==> src/rtl/dttt_pkg.sv <==
// Shared types and constants for the delayed task timer table.
// No dependencies; every other file of the block depends on this package.
package dttt_pkg;

  localparam int TABLE_DEPTH_DEF = 16;

  localparam int ACTION_W  = 2;
  localparam int DELTA_W   = 16;
  localparam int KEY_W     = 32;
  localparam int DELAY_W   = 32;
  localparam int ELAPSED_W = 32;
  localparam int KIND_W    = 3;

  localparam logic [ACTION_W-1:0] ACT_TICK   = 2'd0;
  localparam logic [ACTION_W-1:0] ACT_ADD    = 2'd1;
  localparam logic [ACTION_W-1:0] ACT_REMOVE = 2'd2;

  localparam logic [KIND_W-1:0] KIND_FIRED     = 3'd0;
  localparam logic [KIND_W-1:0] KIND_TICK_DONE = 3'd1;
  localparam logic [KIND_W-1:0] KIND_ADDED     = 3'd2;
  localparam logic [KIND_W-1:0] KIND_FULL      = 3'd3;
  localparam logic [KIND_W-1:0] KIND_REMOVED   = 3'd4;
  localparam logic [KIND_W-1:0] KIND_NOT_FOUND = 3'd5;

  typedef struct packed {
    logic [KEY_W-1:0]     key;
    logic [DELAY_W-1:0]   delay;
    logic [ELAPSED_W-1:0] elapsed;
    logic                 rpt;
  } entry_t;

  // controller -> datapath
  typedef struct packed {
    logic accept;  // latch request, start the scan read
    logic step;    // retire the current entry of the scan
    logic finish;  // commit the table count and post the final result
  } dttt_cmd_t;

  // datapath -> controller
  typedef struct packed {
    logic empty;       // table holds no timer
    logic last_entry;  // current scan entry is the last live one
    logic emit_req;    // current entry fires and needs the result slot
    logic out_free;    // result register can take a new result this cycle
  } dttt_stat_t;

endpackage

==> src/rtl/dttt_if.sv <==
// Request and response channel interfaces of the timer table.
// Depends on dttt_pkg for field widths.
interface dttt_req_if;
  logic                          valid;
  logic                          ready;
  logic [dttt_pkg::ACTION_W-1:0] action;
  logic [dttt_pkg::DELTA_W-1:0]  delta_ms;
  logic [dttt_pkg::KEY_W-1:0]    name_key;
  logic [dttt_pkg::DELAY_W-1:0]  delay_ms;
  logic                          periodic;

  modport source (output valid, action, delta_ms, name_key, delay_ms, periodic,
                  input ready);
  modport sink   (input valid, action, delta_ms, name_key, delay_ms, periodic,
                  output ready);
endinterface

interface dttt_rsp_if;
  logic                         valid;
  logic                         ready;
  logic [dttt_pkg::KIND_W-1:0]  kind;
  logic [dttt_pkg::KEY_W-1:0]   fired_key;
  logic [dttt_pkg::DELTA_W-1:0] elapsed_ms;
  logic                         last;

  modport source (output valid, kind, fired_key, elapsed_ms, last, input ready);
  modport sink   (input valid, kind, fired_key, elapsed_ms, last, output ready);
endinterface

==> src/rtl/dttt_ctrl.sv <==
// Sequencing state machine of the timer table.
// Depends on dttt_pkg for the command and status structs and action codes.
module dttt_ctrl (
  input  logic                          clk,
  input  logic                          rst,
  input  logic                          req_valid,
  input  logic [dttt_pkg::ACTION_W-1:0] req_action,
  output logic                          req_ready,
  input  dttt_pkg::dttt_stat_t          stat,
  output dttt_pkg::dttt_cmd_t           cmd
);
  import dttt_pkg::*;

  localparam logic [1:0] S_IDLE = 2'd0;
  localparam logic [1:0] S_SCAN = 2'd1;
  localparam logic [1:0] S_FIN  = 2'd2;

  logic [1:0] state;
  logic [1:0] state_next;

  always_comb begin
    state_next = state;
    cmd        = '0;
    req_ready  = 1'b0;
    case (state)
      S_IDLE: begin
        req_ready = 1'b1;
        if (req_valid) begin
          cmd.accept = 1'b1;
          case (req_action)
            ACT_TICK, ACT_REMOVE: state_next = stat.empty ? S_FIN : S_SCAN;
            ACT_ADD:              state_next = S_FIN;
            default:              state_next = S_IDLE;  // unused action: no result
          endcase
        end
      end
      S_SCAN: begin
        // hold while a firing entry waits for the result register
        if (!stat.emit_req || stat.out_free) begin
          cmd.step = 1'b1;
          if (stat.last_entry) state_next = S_FIN;
        end
      end
      S_FIN: begin
        if (stat.out_free) begin
          cmd.finish = 1'b1;
          state_next = S_IDLE;
        end
      end
      default: state_next = S_IDLE;
    endcase
  end

  always_ff @(posedge clk) begin
    if (rst) begin
      state <= S_IDLE;
    end else begin
      state <= state_next;
    end
  end

endmodule

==> src/rtl/dttt_datapath.sv <==
// Timer table memory, scan counters, elapsed update and result register.
// Depends on dttt_pkg; driven by dttt_ctrl through command and status structs.
module dttt_datapath #(
  parameter int TABLE_DEPTH = dttt_pkg::TABLE_DEPTH_DEF
) (
  input  logic                           clk,
  input  logic                           rst,
  input  dttt_pkg::dttt_cmd_t            cmd,
  output dttt_pkg::dttt_stat_t           stat,
  input  logic [dttt_pkg::ACTION_W-1:0]  req_action,
  input  logic [dttt_pkg::DELTA_W-1:0]   req_delta_ms,
  input  logic [dttt_pkg::KEY_W-1:0]     req_name_key,
  input  logic [dttt_pkg::DELAY_W-1:0]   req_delay_ms,
  input  logic                           req_periodic,
  output logic                           rsp_valid,
  input  logic                           rsp_ready,
  output logic [dttt_pkg::KIND_W-1:0]    rsp_kind,
  output logic [dttt_pkg::KEY_W-1:0]     rsp_fired_key,
  output logic [dttt_pkg::DELTA_W-1:0]   rsp_elapsed_ms,
  output logic                           rsp_last
);
  import dttt_pkg::*;

  localparam int CNT_W = $clog2(TABLE_DEPTH + 1);
  localparam int IDX_W = (TABLE_DEPTH > 1) ? $clog2(TABLE_DEPTH) : 1;
  localparam logic [CNT_W-1:0] CNT_MAX = CNT_W'(TABLE_DEPTH);

  entry_t mem [TABLE_DEPTH];
  entry_t rd_data;

  logic [CNT_W-1:0]    count;
  logic [CNT_W-1:0]    rd_idx;
  logic [CNT_W-1:0]    wr_idx;
  logic                found;
  logic [ACTION_W-1:0] act;
  logic [DELTA_W-1:0]  delta;
  logic [KEY_W-1:0]    key;
  logic [DELAY_W-1:0]  delay;
  logic                per;

  logic [CNT_W-1:0]     rd_idx_inc;
  logic [ELAPSED_W:0]   sum;
  logic [ELAPSED_W-1:0] e_sat;
  logic                 fire;
  logic                 drop;
  logic                 full;
  logic                 out_free;
  entry_t               upd;
  logic                 wr_en;
  logic [IDX_W-1:0]     wr_addr;
  entry_t               wr_data;
  logic                 rd_en;
  logic [IDX_W-1:0]     rd_addr;
  logic [KIND_W-1:0]    final_kind;

  assign rd_idx_inc = rd_idx + CNT_W'(1);
  assign full       = (count == CNT_MAX);
  assign out_free   = !rsp_valid || rsp_ready;

  // saturating elapsed update and fire test on the entry under the scan
  assign sum   = {1'b0, rd_data.elapsed} + {{(ELAPSED_W + 1 - DELTA_W){1'b0}}, delta};
  assign e_sat = sum[ELAPSED_W] ? '1 : sum[ELAPSED_W-1:0];
  assign fire  = (act == ACT_TICK) && (e_sat >= rd_data.delay);

  always_comb begin
    upd = rd_data;
    if (act == ACT_TICK) begin
      upd.elapsed = (fire && rd_data.rpt) ? '0 : e_sat;
      drop        = fire && !rd_data.rpt;
    end else begin
      drop = !found && (rd_data.key == key);
    end
  end

  assign stat.empty      = (count == '0);
  assign stat.last_entry = (rd_idx_inc == count);
  assign stat.emit_req   = fire;
  assign stat.out_free   = out_free;

  // single write port: compaction write-back during a scan, append on add
  always_comb begin
    wr_en   = 1'b0;
    wr_addr = wr_idx[IDX_W-1:0];
    wr_data = upd;
    if (cmd.step && !drop) begin
      wr_en = 1'b1;
    end else if (cmd.finish && act == ACT_ADD && !full) begin
      wr_en         = 1'b1;
      wr_addr       = count[IDX_W-1:0];
      wr_data.key     = key;
      wr_data.delay   = delay;
      wr_data.elapsed = '0;
      wr_data.rpt     = per;
    end
  end

  // read one entry ahead of the one being retired
  assign rd_en   = cmd.accept || cmd.step;
  assign rd_addr = cmd.accept ? '0 : rd_idx_inc[IDX_W-1:0];

  always_ff @(posedge clk) begin
    if (wr_en) mem[wr_addr] <= wr_data;
    if (rd_en) rd_data <= mem[rd_addr];
  end

  always_comb begin
    case (act)
      ACT_TICK:   final_kind = KIND_TICK_DONE;
      ACT_ADD:    final_kind = full ? KIND_FULL : KIND_ADDED;
      ACT_REMOVE: final_kind = found ? KIND_REMOVED : KIND_NOT_FOUND;
      default:    final_kind = KIND_TICK_DONE;
    endcase
  end

  always_ff @(posedge clk) begin
    if (cmd.accept) begin
      act    <= req_action;
      delta  <= req_delta_ms;
      key    <= req_name_key;
      delay  <= req_delay_ms;
      per    <= req_periodic;
      rd_idx <= '0;
      wr_idx <= '0;
      found  <= 1'b0;
    end
    if (cmd.step) begin
      rd_idx <= rd_idx_inc;
      if (!drop) wr_idx <= wr_idx + CNT_W'(1);
      if (drop && act == ACT_REMOVE) found <= 1'b1;
    end
    if (cmd.step && fire) begin
      rsp_kind       <= KIND_FIRED;
      rsp_fired_key  <= rd_data.key;
      rsp_elapsed_ms <= delta;
      rsp_last       <= 1'b0;
    end
    if (cmd.finish) begin
      rsp_kind       <= final_kind;
      rsp_fired_key  <= '0;
      rsp_elapsed_ms <= '0;
      rsp_last       <= 1'b1;
    end
  end

  always_ff @(posedge clk) begin
    if (rst) begin
      count     <= '0;
      rsp_valid <= 1'b0;
    end else begin
      if ((cmd.step && fire) || cmd.finish) begin
        rsp_valid <= 1'b1;
      end else if (rsp_ready) begin
        rsp_valid <= 1'b0;
      end
      if (cmd.finish) begin
        if (act == ACT_ADD) begin
          if (!full) count <= count + CNT_W'(1);
        end else begin
          count <= wr_idx;
        end
      end
    end
  end

endmodule

==> src/rtl/delayed_task_timer_table.sv <==
// Top level of the delayed task timer table.
// Depends on dttt_pkg, dttt_if, dttt_ctrl and dttt_datapath.
//
// An ordered table of up to TABLE_DEPTH timers, each holding a name key, a
// delay, a saturating 32-bit elapsed count and a repeat flag. Send a request
// transaction with action tick (add delta_ms to every timer), add (append a
// timer) or remove (delete the first timer whose key matches). A tick answers
// with one fired transaction per expiring timer, in table order, carrying the
// timer key and the delta, followed by a tick done transaction with last set;
// periodic timers restart at zero, one-shot timers leave the table and the
// remaining entries close up in order. Add answers added or table full;
// remove answers removed or not found; both set last. Action 3 is dropped
// with no response. An add goes straight to its final result. A tick or a
// remove walks the table memory (one read and one write port) one entry per
// cycle, with a one-entry read-ahead, and compacts it in the same pass; the
// walk holds while a firing entry waits for the output register to drain on
// rsp.ready, and the final result waits for it likewise. One request is in
// flight at a time; a new request is taken as soon as the previous final
// transaction sits in the output register, even while it still waits to
// be taken. The table needs no clearing pass: only entries below the live
// count are ever used.
module delayed_task_timer_table #(
  parameter int TABLE_DEPTH = dttt_pkg::TABLE_DEPTH_DEF
) (
  input logic       clk,
  input logic       rst,
  dttt_req_if.sink  req,
  dttt_rsp_if.source rsp
);
  import dttt_pkg::*;

  dttt_cmd_t  cmd;
  dttt_stat_t stat;

  // sequencer: takes requests, walks the scan, posts the final transaction
  dttt_ctrl u_ctrl (
    .clk        (clk),
    .rst        (rst),
    .req_valid  (req.valid),
    .req_action (req.action),
    .req_ready  (req.ready),
    .stat       (stat),
    .cmd        (cmd)
  );

  // table memory, elapsed arithmetic and result register
  dttt_datapath #(
    .TABLE_DEPTH (TABLE_DEPTH)
  ) u_dp (
    .clk            (clk),
    .rst            (rst),
    .cmd            (cmd),
    .stat           (stat),
    .req_action     (req.action),
    .req_delta_ms   (req.delta_ms),
    .req_name_key   (req.name_key),
    .req_delay_ms   (req.delay_ms),
    .req_periodic   (req.periodic),
    .rsp_valid      (rsp.valid),
    .rsp_ready      (rsp.ready),
    .rsp_kind       (rsp.kind),
    .rsp_fired_key  (rsp.fired_key),
    .rsp_elapsed_ms (rsp.elapsed_ms),
    .rsp_last       (rsp.last)
  );

endmodule

==> src/flat_wrapper.sv <==
// flat-port wrapper written by rule: the top's interface ports become plain ports
module delayed_task_timer_table_flat import dttt_pkg::*;
#(
  parameter int TABLE_DEPTH = dttt_pkg::TABLE_DEPTH_DEF
)
  (clk, rst, req_valid, req_action, req_delta_ms, req_name_key, req_delay_ms, req_periodic, req_ready, rsp_valid, rsp_kind, rsp_fired_key, rsp_elapsed_ms, rsp_last, rsp_ready);
  dttt_req_if req_i ();
  dttt_rsp_if rsp_i ();
  input logic clk;
  input logic rst;
  input wire logic [$bits(req_i.valid)-1:0] req_valid;
  input wire logic [$bits(req_i.action)-1:0] req_action;
  input wire logic [$bits(req_i.delta_ms)-1:0] req_delta_ms;
  input wire logic [$bits(req_i.name_key)-1:0] req_name_key;
  input wire logic [$bits(req_i.delay_ms)-1:0] req_delay_ms;
  input wire logic [$bits(req_i.periodic)-1:0] req_periodic;
  output wire logic [$bits(req_i.ready)-1:0] req_ready;
  output wire logic [$bits(rsp_i.valid)-1:0] rsp_valid;
  output wire logic [$bits(rsp_i.kind)-1:0] rsp_kind;
  output wire logic [$bits(rsp_i.fired_key)-1:0] rsp_fired_key;
  output wire logic [$bits(rsp_i.elapsed_ms)-1:0] rsp_elapsed_ms;
  output wire logic [$bits(rsp_i.last)-1:0] rsp_last;
  input wire logic [$bits(rsp_i.ready)-1:0] rsp_ready;
  assign req_i.valid = req_valid;
  assign req_i.action = req_action;
  assign req_i.delta_ms = req_delta_ms;
  assign req_i.name_key = req_name_key;
  assign req_i.delay_ms = req_delay_ms;
  assign req_i.periodic = req_periodic;
  assign req_ready = req_i.ready;
  assign rsp_valid = rsp_i.valid;
  assign rsp_kind = rsp_i.kind;
  assign rsp_fired_key = rsp_i.fired_key;
  assign rsp_elapsed_ms = rsp_i.elapsed_ms;
  assign rsp_last = rsp_i.last;
  assign rsp_i.ready = rsp_ready;
  delayed_task_timer_table #(.TABLE_DEPTH(TABLE_DEPTH)) u_core (.clk(clk), .rst(rst), .req(req_i), .rsp(rsp_i));
endmodule
==> config.mk <==
export PLATFORM = sky130hd
export DESIGN_NAME = delayed_task_timer_table_flat
export DESIGN_NICKNAME = d
export VERILOG_FILES = /design/src/rtl/dttt_pkg.sv /design/src/rtl/dttt_if.sv /design/src/rtl/dttt_ctrl.sv /design/src/rtl/dttt_datapath.sv /design/src/rtl/delayed_task_timer_table.sv /design/src/flat_wrapper.sv
export SDC_FILE = /design/constraint.sdc
export NUM_CORES = 2
export LEC_CHECK = 0
export BUFFER_PORTS_ARGS = -buffer_cell sky130_fd_sc_hd__buf_2
export CORE_MARGIN = 5
export CORE_UTILIZATION = 56
export DETAILED_ROUTE_END_ITERATION = 12
export PLACE_DENSITY = 0.72
export SYNTH_ARGS = -nofsm -noshare
export SYNTH_HDL_FRONTEND = slang
export SYNTH_SLANG_ARGS = --single-unit
==> constraint.sdc <==
create_clock -name clk -period 9.9 [get_ports clk]
set_input_delay 0.99 -clock clk [delete_from_list [all_inputs] [get_ports clk]]
set_output_delay 0.99 -clock clk [all_outputs]
set_load 0.01 [all_outputs]
==> metrics.txt <==
Die ar. 137,000 µm²; Post-CTS Resized 0; Clock Sink Count 1,803; Nets 4,884; CTS Buffer Depth 3; VDD IR-drop max 0.000174 V; via count 41,161; register area share after synthesis about 74%; FFs w/ async S/R, synth 0%; FF-to-FF End u_core.u_dp.mem[0][35]$_DFFE_PP_; clk_lat worst skew 0.82 ns; DP HPWL 97.7 mm; pwr/cell area 227 nW/µm²; max_slew headroom 18.2%; status completed; Clock power frac 36.5%; CTS tree done; Post-Syn Instances 4,608; synth warn 0; drt wl/cell between 20 and 30 µm; Boundary Pins 141; Routed WL between 150 and 200 mm; worst path required time approximately 10 ns; aggregate global-route resource usage 25.3%; Placer Congestion 0.859; Seq pwr share 49.5%; Initial Utilization 56.3%; global-route wire length before repair approximately 260 mm; Die X-Extent 370 µm; R2R cell count 17; skew final between 0.02 and 0.03 ns; Synth Flop Type edfxtp_1; #FFs+latches synth 1,803; Net Sw Frac 25.9%; antenna violations before repair 1; largest net degree at the start of global routing 163; core area 129,000 µm²; syn nets approximately 4,800; Netlist cell types 74; critical path capture point type flop; Post-CTS Hold Fix Bufs 0; Die Span Y 370 µm; Final ANT Viol Nets 0; CTS buffer count 177; Sw Pwr roughly 4.8 mW; Initial DRT Pass Iterations 6; CP startpoint u_core.u_dp.rd_data[1]$_DFFE_PP_; critical path peak fanout 70; setup fix buffers added after clock tree synthesis 0; commonest non-fill, non-tap cell in the layout edfxtp_1; min cycle time layout 7.16 ns; RSZ-0062 raised after global routing no; Detailed Route Iter0 Violations 4,408; P_int 13.7 mW; Worst setup SP type flop; Placement Rows 132; Least-Margin Pin Slew 1.22 ns; r2r startpoint u_core.u_dp.rd_data[1]$_DFFE_PP_; leak pwr 27.5 nW; PortBufs 140; DR DRC count 0; commonest non-fill, non-tap cells in the layout 1,740 x edfxtp_1, 676 x nand2_1, 395 x mux2i_1; total gr overflow 0; Max Clock Freq 0.140 GHz; Hold Slack roughly 0.34 ns; number of global-route vias before repair 40,222; ratio of cells with drive above 1 in the final layout 13.2%; clock-pin slew on the worst setup and hold paths 0.06 ns; Final setup violation count 0; Post-synth EDFFs 1,740; setup TNS 0 ns; final worst path period share 72.3%; Register-to-Register Setup Slack between 2 and 3 ns; max-cap violations 0; root buffer cell clkbuf_16; average cell area after synthesis 15.8 µm²; crit path to u_core.u_dp.mem[0][35]$_DFFE_PP_; Fin. Hold Viols 0; fillers ~9,000; H-tree levels 4; critical path data arrival time approximately 7.6 ns; Mapped Area 72,800 µm²; Worst Hold Class in2reg; Gate power share ~14%; Syn-to-layout area delta 11.8%; WS Path Type reg2reg; Slew Viols, Final 0; via/cell ratio 6.20
## layout make-up
| cell class | instances | area, µm² | share of cell area [%] |
|---|---|---|---|
| Sequential cell | 1803 | 53500 | 65.8 |
| Multi-Input combinational cell | 2474 | 18000 | 22.2 |
| Clock buffer | 238 | 4830 | 5.94 |
| Tap cell | 1742 | 2180 | 2.68 |
| Timing Repair Buffer | 237 | 1550 | 1.91 |
| Clock inverter | 92 | 1050 | 1.29 |
| Inverter | 47 | 179 | 0.220 |
| Antenna cell | 1 | 2.50 | 0.00308 |
## stage by stage
step	setup slack [ns]	cells	util [%]	area (µm²)	total power, mW
floorplan	1.10	4608	-	72800	10.9
global placement	2.93	6303	58.3	75400	11.8
detailed placement	2.85	6303	58.3	75400	11.9
CTS	2.79	6633	62.9	81300	18.5
global route	2.45	6633	62.9	81300	19.1
finish	2.74	6634	62.9	81300	18.5
## kinds of logic (layout without fill, tap and decap cells)
kind of cell / after synthesis / count (layout) / share of synthesized area, %
xor+xnor: 59 / 59 / 0.710
compound gates: 818 / 818 / 7.82
buf+inv: 331 / 614 / 1.97
other cells: 0 / 1 / 0
mux: 495 / 495 / 8.49
flops: 1803 / 1803 / 73.6
fa+ha+maj: 57 / 57 / 0.991
simple gates: 1045 / 1045 / 6.47
## Yosys cell counts, types with 7 or more instances
cell      count  area [µm²]
a211oi_1    298        2240
a21o_1        9        67.6
a21oi_1     134         671
a22o_1       21         184
a311oi_1     98         858
a31oi_1     110         688
and2_1        8        50.1
and3_1       10        62.6
buf_1        33         124
buf_2        69         345
buf_6        12         135
clkbuf_1    167         627
dfxtp_1      63        1260
edfxtp_1   1740       52300
ha_1         56         701
inv_1        47         176
mux2i_1     395        3950
mux4_2       97        2180
nand2_1     678        2540
nand2b_1      8        50.1
nand3_1      22         110
nand4_1      13        81.3
nor2_1       53         199
nor2b_1     199        1240
nor3_1       17        85.1
nor3b_1       7        52.6
nor4_1       10        62.6
o21ai_0      97         485
xnor2_1      18         158
xor2_1       41         359
## power groups by stage
stage	sequential, mW	clock (mW)	combinational (mW)
final	9.13	6.73	2.60
after global routing	9.14	7.16	2.79
after CTS	9.13	6.82	2.59
after detailed placement	9.28	0	2.57
after global placement	9.28	0	2.53
after floorplan	9.25	0	1.69
## registers in the layout (all words and copies together) (netlist names)
register	flops
u_core.u_dp.rsp_elapsed_ms	16
u_core.u_dp.rsp_fired_key	32
u_core.u_dp.rd_data	97
u_core.u_dp.rsp_last	1
u_core.u_dp.act	2
u_core.u_dp.count	5
u_core.u_dp.rd_idx	5
u_core.u_dp.rsp_valid	1
u_core.u_dp.rsp_kind	3
u_core.u_dp.found	1
u_core.u_dp.per	1
u_core.u_dp.delay	32
u_core.u_dp.delta	16
u_core.u_dp.key	32
u_core.u_ctrl.state	2
u_core.u_dp.wr_idx	5
u_core.u_dp.mem	1552
## critical path, stage by stage (launching register included)
cell      delay [ns]
edfxtp_1        0.40
ha_1            0.25
fa_1            0.44
a211o_1         0.34
a211oi_1        0.37
o31a_1          0.42
o31a_1          0.28
nor2_2          0.15
nor2_1          0.17
ha_1            0.25
nand2b_4        0.14
a2111o_1        0.41
a311oi_2        0.53
a21oi_2         0.14
a311oi_4        0.57
a22oi_1         0.42
nor2_4          0.89
buf_12          0.53
## layer usage
layer	vias up	global-route usage [%]	share of wire [%]
met5	-	0	0
met4	0	7.37	2.4
met3	247	4.15	8.4
met2	1863	40.6	48
met1	20879	36.3	41
li1	18172	-	-
## worst min-delay path by stage
stage	from	endpoint	slack (ns)	cells past startpoint
6_report	req_name_key[31]	u_core.u_dp.key[31]$_DFFE_PP_	0.34	1
5_1_grt	req_name_key[1]	u_core.u_dp.key[1]$_DFFE_PP_	0.33	1
4_1_cts	req_name_key[1]	u_core.u_dp.key[1]$_DFFE_PP_	0.29	1
3_5_place_dp	u_core.u_dp.rsp_fired_key[15]$_SDFFE_PP0P_	u_core.u_dp.rsp_fired_key[15]$_SDFFE_PP0P_	0.45	2
3_3_place_gp	u_core.u_dp.rsp_elapsed_ms[12]$_SDFFE_PP0P_	u_core.u_dp.rsp_elapsed_ms[12]$_SDFFE_PP0P_	0.44	2
2_1_floorplan	u_core.u_dp.wr_idx[4]$_DFF_P_	u_core.u_dp.wr_idx[4]$_DFF_P_	0.43	1
(Power assumes the default switching activity.)
